`config.mk`:
```
export PLATFORM = sky130hd
export DESIGN_NAME = decimal_digit_display_framer
export DESIGN_NICKNAME = d
export VERILOG_FILES = /design/src/design/ddf_pkg.sv /design/src/design/ddf_bcd_cell.sv /design/src/design/ddf_digit_chain.sv /design/src/design/decimal_digit_display_framer.sv
export VERILOG_INCLUDE_DIRS = /design/src /design/src/design
export SDC_FILE = /design/constraint.sdc
export NUM_CORES = 1
export LEC_CHECK = 0
export ABC_CLOCK_PERIOD_IN_PS = 8800
export BUFFER_PORTS_ARGS = -buffer_cell sky130_fd_sc_hd__buf_2
export CELL_PAD_IN_SITES_DETAIL_PLACEMENT = 1
export CELL_PAD_IN_SITES_GLOBAL_PLACEMENT = 1
export CORE_ASPECT_RATIO = 1.25
export CORE_MARGIN = 2
export CORE_UTILIZATION = 42
export DETAILED_ROUTE_END_ITERATION = 16
export PLACE_DENSITY_LB_ADDON = 0.1
export SLEW_MARGIN = 10
export SYNTH_ARGS = -nofsm -noshare
export SYNTH_HDL_FRONTEND = slang
export SYNTH_HIERARCHICAL = 1
export SYNTH_SLANG_ARGS = --single-unit
```
`constraint.sdc`:
```
create_clock -name clk -period 8.8 [get_ports clk]
set_clock_uncertainty 0.05 [all_clocks]
set_input_delay 1.32 -clock clk [delete_from_list [all_inputs] [get_ports clk]]
set_output_delay 1.32 -clock clk [all_outputs]
set_load 0.01 [all_outputs]
```
`src/design/assert_macros.svh`:
```
// ----------------------------------------------------------------------------
// assert_macros.svh
// Assertion shorthands shared by the decimal digit display framer RTL.
// ----------------------------------------------------------------------------
`ifndef ASSERT_MACROS_SVH
`define ASSERT_MACROS_SVH

// check on every clock edge outside reset
`define DDF_ASSERT(label, prop, msg) \
	label: assert property (@(posedge clk) disable iff (!arst_n) (prop)) else $error(msg);

// check on every clock edge, reset included
`define DDF_ASSERT_ALWAYS(label, prop, msg) \
	label: assert property (@(posedge clk) (prop)) else $error(msg);

`endif

```
`src/design/ddf_pkg.sv`:
```
// ----------------------------------------------------------------------------
// ddf_pkg
// Types and constants of the decimal digit display framer.
// ----------------------------------------------------------------------------
package ddf_pkg;

	localparam int MAX_DIGITS  = 8;
	localparam int VALUE_W     = 31;
	localparam int DIGIT_W     = 4;
	localparam int COUNT_W     = 4;
	localparam int ADDR_W      = 4;
	localparam int DATA_W      = 8;
	localparam int BITCNT_W    = $clog2(VALUE_W);
	localparam int INIT_FRAMES = 5;

	localparam logic [ADDR_W-1:0] ADDR_DECODE    = 4'h9;
	localparam logic [ADDR_W-1:0] ADDR_TEST      = 4'hF;
	localparam logic [ADDR_W-1:0] ADDR_SCAN      = 4'hB;
	localparam logic [ADDR_W-1:0] ADDR_INTENSITY = 4'hA;
	localparam logic [ADDR_W-1:0] ADDR_SHUTDOWN  = 4'hC;
	localparam logic [DATA_W-1:0] BLANK_CODE     = 8'h0F;
	localparam logic [DATA_W-1:0] TEST_OFF       = 8'h00;
	localparam logic [DATA_W-1:0] SHUTDOWN_OFF   = 8'h01;

	localparam int DECODE_RST_W = 8;
	localparam logic [DECODE_RST_W-1:0] DECODE_RST = 8'h7F;

	typedef enum logic [1:0] {
		CMD_SHOW  = 2'd0,
		CMD_BLANK = 2'd1,
		CMD_INIT  = 2'd2,
		CMD_NOP   = 2'd3
	} ddf_cmd_t;

	typedef enum logic [1:0] {
		REG_DECODE    = 2'd0,
		REG_SCAN      = 2'd1,
		REG_INTENSITY = 2'd2,
		REG_NONE      = 2'd3
	} ddf_reg_t;

	typedef enum logic [1:0] {
		ST_IDLE,
		ST_CONV,
		ST_SEND
	} ddf_state_t;

	typedef struct packed {
		logic clear;
		logic dabble;
		logic unload;
	} ddf_cell_ctl_t;

endpackage

```
`src/design/ddf_bcd_cell.sv`:
```
// ----------------------------------------------------------------------------
// ddf_bcd_cell
// One decimal digit of the shift-and-add-three chain; also shifts digits down.
// ----------------------------------------------------------------------------
module ddf_bcd_cell (
	input  logic                          clk,
	input  ddf_pkg::ddf_cell_ctl_t        ctl,
	input  logic                          shift_in,
	input  logic [ddf_pkg::DIGIT_W-1:0]   upper_digit,
	output logic                          carry_out,
	output logic [ddf_pkg::DIGIT_W-1:0]   digit
);
	import ddf_pkg::*;

	logic [DIGIT_W-1:0] digit_q;
	logic [DIGIT_W-1:0] adj;

	assign adj       = (digit_q >= DIGIT_W'(5)) ? digit_q + DIGIT_W'(3) : digit_q;
	assign carry_out = adj[DIGIT_W-1];
	assign digit     = digit_q;

	always_ff @(posedge clk) begin
		if (ctl.clear) begin
			digit_q <= '0;
		end else if (ctl.dabble) begin
			digit_q <= {adj[DIGIT_W-2:0], shift_in};
		end else if (ctl.unload) begin
			digit_q <= upper_digit;
		end
	end

endmodule

```
`src/design/ddf_digit_chain.sv`:
```
// ----------------------------------------------------------------------------
// ddf_digit_chain
// Value shift register feeding a row of BCD cells, lowest digit first.
// ----------------------------------------------------------------------------
module ddf_digit_chain (
	input  logic                          clk,
	input  ddf_pkg::ddf_cell_ctl_t        ctl,
	input  logic [ddf_pkg::VALUE_W-1:0]   value,
	output logic [ddf_pkg::DIGIT_W-1:0]   low_digit
);
	import ddf_pkg::*;

	logic [VALUE_W-1:0] value_q;
	logic               carry   [MAX_DIGITS];
	logic [DIGIT_W-1:0] digits  [MAX_DIGITS];

	always_ff @(posedge clk) begin
		if (ctl.clear) begin
			value_q <= value;
		end else if (ctl.dabble) begin
			value_q <= {value_q[VALUE_W-2:0], 1'b0};
		end
	end

	for (genvar i = 0; i < MAX_DIGITS; i++) begin : g_cell
		logic               cell_in;
		logic [DIGIT_W-1:0] cell_upper;

		if (i == 0) begin : g_first
			assign cell_in = value_q[VALUE_W-1];
		end else begin : g_next
			assign cell_in = carry[i-1];
		end

		if (i == MAX_DIGITS-1) begin : g_top
			assign cell_upper = '0;
		end else begin : g_mid
			assign cell_upper = digits[i+1];
		end

		ddf_bcd_cell u_cell (
			.clk         (clk),
			.ctl         (ctl),
			.shift_in    (cell_in),
			.upper_digit (cell_upper),
			.carry_out   (carry[i]),
			.digit       (digits[i])
		);
	end

	assign low_digit = digits[0];

endmodule

```
`src/design/decimal_digit_display_framer.sv`:
```
// ----------------------------------------------------------------------------
// decimal_digit_display_framer
// Turns display commands into register-write frames for a digit display.
// ----------------------------------------------------------------------------
//  channel | signals                                   | role
//  s_*     | tvalid tready tdata[39:0] tuser[1:0]      | command in
//  m_*     | tvalid tready tdata[15:0] tuser[1:0] tlast| frame out
//  cfg_*   | valid ready index[1:0] data[7:0]          | register write
//
//  Show number: the command is accepted, then converted through the BCD cell
//  chain (one value bit a cycle), then one frame a cycle unless the output stalls.
//  Blank, init, empty and error commands skip conversion and go straight to the frames.
//  A new command is taken once the last frame sits in the output register.
//  Reset clears the control state and sets the registers to 127, 6 and 10.
//  Output stalls hold the sequencer; configuration is always taken.
// ----------------------------------------------------------------------------
`include "assert_macros.svh"

module decimal_digit_display_framer (
	input  logic        clk,
	input  logic        arst_n,
	input  logic        s_tvalid,
	output logic        s_tready,
	input  logic [39:0] s_tdata,   // value[30:0], digit_count[34:31], zero fill
	input  logic [1:0]  s_tuser,   // command[1:0]
	output logic        m_tvalid,
	input  logic        m_tready,
	output logic [15:0] m_tdata,   // reg_address[3:0], reg_data[11:4], zero fill
	output logic [1:0]  m_tuser,   // frame_valid[0], status[1]
	output logic        m_tlast,
	input  logic        cfg_valid,
	output logic        cfg_ready,
	input  logic [1:0]  cfg_index,
	input  logic [7:0]  cfg_data
);
	import ddf_pkg::*;

	ddf_state_t          state_q, state_d;
	ddf_cmd_t            cmd_q, s_cmd;
	logic                special_q, err_q;
	logic [COUNT_W-1:0]  total_q, idx_q;
	logic [BITCNT_W-1:0] bit_cnt_q;
	logic [7:0]          decode_q;
	logic [2:0]          scan_q;
	logic [3:0]          intensity_q;

	logic [VALUE_W-1:0]  s_value;
	logic [COUNT_W-1:0]  s_count;
	logic                s_special, s_err;
	ddf_cell_ctl_t       cell_ctl;
	logic [DIGIT_W-1:0]  low_digit;

	logic                out_free, emit, last_c;
	logic                f_valid, f_status;
	logic [ADDR_W-1:0]   f_addr;
	logic [DATA_W-1:0]   f_data;

	logic                m_tvalid_q, m_tlast_q;
	logic [ADDR_W-1:0]   m_addr_q;
	logic [DATA_W-1:0]   m_data_q;
	logic [1:0]          m_tuser_q;

	assign s_value   = s_tdata[VALUE_W-1:0];
	assign s_count   = s_tdata[VALUE_W+COUNT_W-1:VALUE_W];
	assign s_cmd     = ddf_cmd_t'(s_tuser);
	assign s_err     = (s_count > COUNT_W'(MAX_DIGITS));
	assign s_special = s_err || (s_count == '0);
	assign out_free  = !m_tvalid_q || m_tready;
	assign last_c    = (idx_q + COUNT_W'(1)) == total_q;

	// configuration registers
	assign cfg_ready = 1'b1;

	always_ff @(posedge clk or negedge arst_n) begin
		if (!arst_n) begin
			decode_q    <= DECODE_RST;
			scan_q      <= 3'd6;
			intensity_q <= 4'd10;
		end else if (cfg_valid) begin
			unique case (ddf_reg_t'(cfg_index))
				REG_DECODE:    decode_q    <= cfg_data;
				REG_SCAN:      scan_q      <= cfg_data[2:0];
				REG_INTENSITY: intensity_q <= cfg_data[3:0];
				REG_NONE:      ;
				default:       ;
			endcase
		end
	end

	ddf_digit_chain u_chain (
		.clk       (clk),
		.ctl       (cell_ctl),
		.value     (s_value),
		.low_digit (low_digit)
	);

	always_ff @(posedge clk or negedge arst_n) begin
		if (!arst_n) begin
			state_q <= ST_IDLE;
		end else begin
			state_q <= state_d;
		end
	end

	always_comb begin
		state_d  = state_q;
		s_tready = 1'b0;
		cell_ctl = '0;
		emit     = 1'b0;
		unique case (state_q)
			ST_IDLE: begin
				s_tready = 1'b1;
				if (s_tvalid) begin
					cell_ctl.clear = 1'b1;
					if (s_cmd == CMD_SHOW && !s_special) begin
						state_d = ST_CONV;
					end else if (s_cmd != CMD_NOP) begin
						state_d = ST_SEND;
					end
				end
			end
			ST_CONV: begin
				cell_ctl.dabble = 1'b1;
				if (bit_cnt_q == '0) begin
					state_d = ST_SEND;
				end
			end
			ST_SEND: begin
				if (out_free) begin
					emit            = 1'b1;
					cell_ctl.unload = (cmd_q == CMD_SHOW) && !special_q;
					if (last_c) begin
						state_d = ST_IDLE;
					end
				end
			end
			default: state_d = ST_IDLE;
		endcase
	end

	always_ff @(posedge clk or negedge arst_n) begin
		if (!arst_n) begin
			cmd_q     <= CMD_NOP;
			special_q <= 1'b0;
			err_q     <= 1'b0;
			total_q   <= '0;
			idx_q     <= '0;
			bit_cnt_q <= '0;
		end else if (s_tvalid && s_tready) begin
			cmd_q     <= s_cmd;
			special_q <= s_special;
			err_q     <= s_err;
			idx_q     <= '0;
			bit_cnt_q <= BITCNT_W'(VALUE_W-1);
			case (s_cmd)
				CMD_SHOW:  total_q <= s_special ? COUNT_W'(1) : s_count;
				CMD_BLANK: total_q <= COUNT_W'(MAX_DIGITS);
				default:   total_q <= COUNT_W'(INIT_FRAMES);
			endcase
		end else begin
			if (state_q == ST_CONV) begin
				bit_cnt_q <= bit_cnt_q - BITCNT_W'(1);
			end
			if (emit) begin
				idx_q <= idx_q + COUNT_W'(1);
			end
		end
	end

	// frame contents
	always_comb begin
		f_valid  = 1'b1;
		f_status = 1'b0;
		f_addr   = ADDR_W'(idx_q) + ADDR_W'(1);
		f_data   = '0;
		case (cmd_q)
			CMD_SHOW: begin
				if (special_q) begin
					f_valid  = 1'b0;
					f_status = err_q;
					f_addr   = '0;
				end else begin
					f_data = DATA_W'(low_digit);
				end
			end
			CMD_BLANK: f_data = BLANK_CODE;
			default: begin
				case (idx_q)
					COUNT_W'(0): begin
						f_addr = ADDR_DECODE;
						f_data = decode_q;
					end
					COUNT_W'(1): begin
						f_addr = ADDR_TEST;
						f_data = TEST_OFF;
					end
					COUNT_W'(2): begin
						f_addr = ADDR_SCAN;
						f_data = DATA_W'(scan_q);
					end
					COUNT_W'(3): begin
						f_addr = ADDR_INTENSITY;
						f_data = DATA_W'(intensity_q);
					end
					default: begin
						f_addr = ADDR_SHUTDOWN;
						f_data = SHUTDOWN_OFF;
					end
				endcase
			end
		endcase
	end

	// output register
	always_ff @(posedge clk or negedge arst_n) begin
		if (!arst_n) begin
			m_tvalid_q <= 1'b0;
		end else if (emit) begin
			m_tvalid_q <= 1'b1;
		end else if (m_tready) begin
			m_tvalid_q <= 1'b0;
		end
	end

	always_ff @(posedge clk) begin
		if (emit) begin
			m_addr_q  <= f_addr;
			m_data_q  <= f_data;
			m_tlast_q <= last_c;
			m_tuser_q <= {f_status, f_valid};
		end
	end

	assign m_tvalid = m_tvalid_q;
	assign m_tdata  = {4'b0, m_data_q, m_addr_q};
	assign m_tuser  = m_tuser_q;
	assign m_tlast  = m_tlast_q;

	`DDF_ASSERT(a_send_in_range, (state_q == ST_SEND) |-> (idx_q < total_q && total_q != '0), "idx")
	`DDF_ASSERT(a_empty_is_last, (m_tvalid && !m_tuser[0]) |-> m_tlast, "frameless result not last")
	`DDF_ASSERT(a_err_no_frame, (m_tvalid && m_tuser[1]) |-> !m_tuser[0], "error result with frame")
	`DDF_ASSERT_ALWAYS(a_rst_quiet, !arst_n |=> !m_tvalid, "output valid after reset")

endmodule
```
==> results of run 1 <==
==> layout make-up <==
type                            instances  share of cell area
Multi-Input combinational cell        394              0.4072
Sequential cell                       113              0.4090
Inverter                               27             0.01422
Tap cell                              178             0.03126
Clock buffer                           18             0.06023
Clock inverter                         14             0.02616
Timing Repair Buffer                   72             0.05198
==> worst max path at each step <==
stage / from / cells after the start / endpoint
2_1_floorplan: s_tvalid / 6 / u_chain/value_q[0]
3_3_place_gp: s_tvalid / 6 / u_chain/value_q[12]
3_5_place_dp: s_tvalid / 6 / u_chain/value_q[11]
4_1_cts: s_tvalid / 6 / u_chain/value_q[12]
5_1_grt: s_tvalid / 6 / u_chain/value_q[2]
6_report: s_tvalid / 6 / u_chain/value_q[8]
==> flip-flops by register name, indices dropped and copies added (netlist names), 2 cells and up <==
name,count
u_chain/g_cell.u_cell/digit,32
u_chain/value_q,31
decode_q,8
m_data_q,8
bit_cnt_q,5
idx_q,4
intensity_q,4
m_addr_q,4
total_q,4
scan_q,3
cmd_q,2
m_tuser,2
state_q,2
==> routing by layer <==
metal	vias up	global-route usage	wire (um)
li1	2167	-	-
met1	2251	0.2285	6117
met2	75	0.3212	6920
met3	22	0.03989	498
met4	0	0.07472	244
met5	-	0	0
==> through the flow <==
step           std cells  power (W)    util
3_5_place_dp         784   0.001514  0.4557
3_3_place_gp         784   0.001478  0.4557
6_report             816   0.002236  0.4988
5_1_grt              816   0.002382  0.4988
4_1_cts              816   0.002265  0.4988
2_1_floorplan        556   0.001322       -
==> tightest hold or removal path, cell delays in order (launching register included) <==
cell and delay, ps:
sky130_fd_sc_hd__edfxtp_1 320, sky130_fd_sc_hd__a21oi_1 60, sky130_fd_sc_hd__nor2_1 70
==> cell usage in the layout, fill, tap and decap left out, types with 12 or more instances in the layout <==
cell type	instances
sky130_fd_sc_hd__dfxtp_1	32
sky130_fd_sc_hd__mux2_4	28
sky130_fd_sc_hd__dfrtp_1	22
sky130_fd_sc_hd__dfstp_2	13
sky130_fd_sc_hd__a21oi_1	30
sky130_fd_sc_hd__nand2b_1	12
sky130_fd_sc_hd__mux2_2	17
sky130_fd_sc_hd__nand2_1	53
sky130_fd_sc_hd__inv_1	25
sky130_fd_sc_hd__mux2i_1	18
sky130_fd_sc_hd__buf_2	68
sky130_fd_sc_hd__ha_1	22
sky130_fd_sc_hd__edfxtp_1	46
sky130_fd_sc_hd__clkbuf_16	17
sky130_fd_sc_hd__o21ai_0	28
sky130_fd_sc_hd__nor2_1	41
==> power by group <==
group	total [W]	leakage [nW]	internal (W)	switching, W
Combinational	0.000645	1.42	0.000285	0.000361
Clock	0.000731	0.298	0.000473	0.000258
Sequential	0.000860	1.08	0.000725	0.000134
Total	0.00224	2.81	0.00148	0.000753
==> implementation parameters, run 1 <==
Parameter                              Value

Status
  Status    completed

Floorplan
  Chip width    111.6 um
  Effective utilization at floorplan    0.4255
  Std cell rows    49
  Floorplan die area    0.01546 mm^2
  I/O pin count    79
  Die height    138.5 um
  Core area    0.01429 mm^2

Routing
  Pre-antenna DRT Iters    4
  Violation count after the first detailed-route iteration    138
  Total Wirelength    13780 um
  Routed vias    4515
  Remaining antenna violation count after routing    0
  DR DRC count    0
  Detailed-route vias per instance    5.533
  Post-detailed-route wirelength per cell    16.89 um

Finish
  Share of layout cells above drive strength 1    0.2790
  Area of the multi-input gates    0.002902 mm^2
  Filler Cell Count    1599
  Sequential Area    0.002914 mm^2
  Number of antenna cells inserted    0
  Net total in the final layout    704
  Synth-to-Final Area Change    17.23%
  Post-route cell area    0.007126 mm^2

Worst setup path
  Kind of critical path    primary input to register
  Sum of buffers and inverters on the critical path    4
  Startpoint of the worst-slack reg-to-reg timing path    state_q[1]
  Flop2flop setup slack    5350 ps
  Family with the most delay on the worst path    buffers and inverters
  CP Launch Type    primary input
  Slowest Stage Delay on Critical Path    760 ps
  Cell with the largest stage delay on the worst path    sky130_fd_sc_hd__inv_2
  Crit Path Max Fanout    50
  Required time at the worst-slack endpoint    8820 ps
  RR Endpoint    u_chain/value_q[8]
  Depth of the worst register-to-register path    5
  Most used cell, CP    sky130_fd_sc_hd__buf_4
  Cell breakdown of the critical path    buf_2 -> or3b_1 -> inv_2 -> buf_4 -> or2_1 -> buf_4
  Crit end category    register
  Arrival time worst endpoint    3980 ps

STA
  Hold Fails Final Rpt    0
  Slew headroom    0.4171
  Setup-failing EPs final    0
  Sum of negative setup slack    0 ps
  Post-route minimum period    3961 ps
  Slack of the critical path    4839 ps
  Unrepaired setup endpoints after global routing    false
  Actual transition at the worst max-transition pin    873.0 ps
  Ratio of final minimum period to clock period    0.4501
  Smallest hold slack    441.3 ps
  Achievable frequency    252.5 MHz
  Count of pins over their slew limit    0

Global routing
  Total grt overflow    0
  Global-route wire length before repair    23370 um
  Number of antenna violations at the first check in global routing    0
  Global router's overall resource usage    0.1868
  Pin count of the biggest net entering global routing    94
  Via count of the first global-routing pass    4784

Placed design
  Minimum setup slack after placement    4343 ps
  Final estimated routing congestion in global placement    0.7913
  Placed Area    0.006510 mm^2
  Count of buffers inserted at the top-level ports    68
  HPWL after DPL    8915 um

Clock network
  Root Driver    sky130_fd_sc_hd__clkbuf_16
  CTS H-Tree Depth    4
  Number of clock sinks seen by CTS    113
  Clock insertion delay at the later pin of the skew report    420 ps
  Post-CTS Resized    0
  Max Buffers Root-to-Sink    2
  Clock edge transition at the registers on the reported setup and hold paths    50 ps
  Total clock buffers created by CTS    17
  Buffers inserted by post-CTS timing repair    0
  Count of hold-fix buffers inserted at cts    0
  Clock tree from TritonCTS    built

Synthesis
  Average cell area after synthesis    11.05 um^2
  Number of warnings reported in the yosys synthesis log    6
  Number of instances in the synthesized netlist    550
  Mapped cell area    0.006078 mm^2

Flow run
  Reported max-cap violation count    0

Hold path
  Hold_sp    u_chain/value_q[30]
  Hold path depth    2
  Sink of the worst hold path    u_chain/g_cell[0].u_cell/digit[0]
  HP Class    register to register

Power
  Ratio of total power to cell area    313.8 mW/mm^2
  Peak supply drop    136.0 uV
  Leakage    2.806 nW
Power figures use the tool's default switching activity.
==> run 2, diff against run 1 <==
--- a/config.mk
+++ b/config.mk
@@ -6,7 +6,7 @@
 export SDC_FILE = /design/constraint.sdc
 export NUM_CORES = 1
 export LEC_CHECK = 0
-export ABC_CLOCK_PERIOD_IN_PS = 8800
+export ABC_CLOCK_PERIOD_IN_PS = 3800
 export BUFFER_PORTS_ARGS = -buffer_cell sky130_fd_sc_hd__buf_2
 export CELL_PAD_IN_SITES_DETAIL_PLACEMENT = 1
 export CELL_PAD_IN_SITES_GLOBAL_PLACEMENT = 1
==> constraint.sdc (replaced) <==
create_clock -name clk -period 3.8 [get_ports clk]
set_clock_uncertainty 0.05 [all_clocks]
set_input_delay 0.57 -clock clk [delete_from_list [all_inputs] [get_ports clk]]
set_output_delay 0.57 -clock clk [all_outputs]
set_load 0.01 [all_outputs]
==> run 2 against run 1 <==
Effect of this change:
- final cell count grew 0.61%
- cell area increased by 0.56%
- critical path depth shrank 1
- register-to-register slack got worse by 3900 ps
- utilization grew 0.28 points
- critical path type is now register to register
==> implementation parameters, run 2 (synthesized netlist as in run 1, its figures left out) <==
Parameter                              Value

Status
  Status    completed

Finish
  Final core occ    0.5016
  Synth-to-Final Area Change    17.89%
  Most common cell after layout, fill and taps aside    sky130_fd_sc_hd__buf_2
  Leading cell types in the layout, fill and taps excluded    sky130_fd_sc_hd__buf_2, sky130_fd_sc_hd__nand2_1, sky130_fd_sc_hd__edfxtp_1
  Flip-flop count of the largest register after layout    32
  Number of antenna cells inserted    0
  Share of layout cells above drive strength 1    0.2846
  Net total in the final layout    709

Routing
  Remaining antenna violation count after routing    0
  Post-detailed-route wirelength per cell    16.67 um
  Violation count after the first detailed-route iteration    139
  Routed vias    4423
  Detailed-route vias per instance    5.387
  Pre-antenna DRT Iters    6
  DR DRC count    0
  Total Wirelength    13690 um

Floorplan
  Core area    0.01429 mm^2
  Std cell rows    49
  Chip width    111.6 um
  I/O pin count    79
  Floorplan die area    0.01546 mm^2
  Die height    138.5 um
  Effective utilization at floorplan    0.4255

STA
  Actual transition at the worst max-transition pin    818.6 ps
  Setup-failing EPs final    0
  Sum of negative setup slack    0 ps
  Hold Fails Final Rpt    0
  Unrepaired setup endpoints after global routing    false
  Count of pins over their slew limit    0
  Ratio of final minimum period to clock period    0.6112
  Slew headroom    0.4543
  Post-route minimum period    2323 ps
  Achievable frequency    430.6 MHz

Placed design
  HPWL after DPL    9313 um
  Count of buffers inserted at the top-level ports    68
  Final estimated routing congestion in global placement    0.7622

Global routing
  Global router's overall resource usage    0.1846
  Pin count of the biggest net entering global routing    48
  Number of antenna violations at the first check in global routing    0
  Total grt overflow    0
  Via count of the first global-routing pass    4673
  Global-route wire length before repair    23100 um

Clock network
  CTS H-Tree Depth    4
  Max Buffers Root-to-Sink    2
  Total clock buffers created by CTS    17
  Number of clock sinks seen by CTS    113
  Clock tree from TritonCTS    built
  Clock edge transition at the registers on the reported setup and hold paths    60 ps
  Clock insertion delay at the later pin of the skew report    410 ps
  Post-CTS Resized    0
  Root Driver    sky130_fd_sc_hd__clkbuf_16
  Buffers inserted by post-CTS timing repair    0
  Count of hold-fix buffers inserted at cts    0

Flow run
  Reported max-cap violation count    0

Worst setup path
  CP Launch Type    register
  Crit Path Max Fanout    36
  Cell with the largest stage delay on the worst path    sky130_fd_sc_hd__or4b_1
  Kind of critical path    register to register
  Cell breakdown of the critical path    nand2b_1 -> inv_2 -> buf_4 -> or4b_1 -> o311ai_1
  Slowest Stage Delay on Critical Path    480 ps
  Required time at the worst-slack endpoint    4050 ps
  Arrival time worst endpoint    2580 ps
  Crit end category    register

Power
  Leakage    2.818 nW
  Ratio of total power to cell area    717.3 mW/mm^2
  Peak supply drop    284.7 uV

Hold path
  HP Class    primary input to asynchronous set/reset pin
-- run 2: layout make-up --
| class | instances | area, um^2 |
|---|---|---|
| Multi-Input combinational cell | 394 | 2902 |
| Clock inverter | 15 | 180.2 |
| Tap cell | 178 | 222.7 |
| Inverter | 27 | 101.3 |
| Fill cell | 1569 | 7119 |
| Clock buffer | 17 | 425.4 |
| Sequential cell | 113 | 2914 |
| Timing Repair Buffer | 77 | 420.4 |
-- run 2: per-layer routing --
layer | track usage | vias up | part of all wire
li1 | - | 2165 | -
met2 | 0.3087 | 65 | 0.51
met1 | 0.2362 | 2184 | 0.45
met3 | 0.04472 | 9 | 0.032
met4 | 0.05978 | 0 | 0.0086
met5 | 0 | - | 0
-- run 2: power breakdown --
part           switching (W)  internal (W)
combinational       0.000835      0.000673
clock               0.000606       0.00104
sequential          0.000309       0.00168
total                0.00175       0.00339
-- run 2: path summary, 6_finish.rpt --
kind | startpoint | to | slack, ps | cells past startpoint
worst min register to register | decode_q[7] | decode_q[7] | 450 | 1
worst max register to register | state_q[1] | u_chain/g_cell[7].u_cell/digit[1] | 1480 | 5
min in group clk | cfg_data[4] | decode_q[4] | 350 | 2
worst max-delay path | state_q[1] | u_chain/g_cell[7].u_cell/digit[1] | 1480 | 5
max in group asynchronous | arst_n | bit_cnt_q[3] | 2970 | 1
worst min-delay path | arst_n | intensity_q[2] | 210 | 1
-- run 2: stage by stage --
step	hold WS [ps]	total power [W]	worst slack [ps]	instance area (um^2)	cells
global route	232.1	0.005485	1306	7166	821
detailed placement	440.9	0.003530	1381	6560	789
finish	205.3	0.005140	1477	7166	821
CTS	208.1	0.005210	1467	7166	821
floorplan	224.4	0.003061	757.5	6101	556
global placement	416.0	0.003442	1431	6560	789
-- run 2: worst max-delay path, delay by kind of cell, from the launching register on --
| kind | cells | cell delay [ps] |
|---|---|---|
| buffers and inverters | 2 | 840 |
| and+or+nand+nor | 2 | 760 |
| DFF | 1 | 450 |
| AOI/OAI and AO/OA | 1 | 110 |
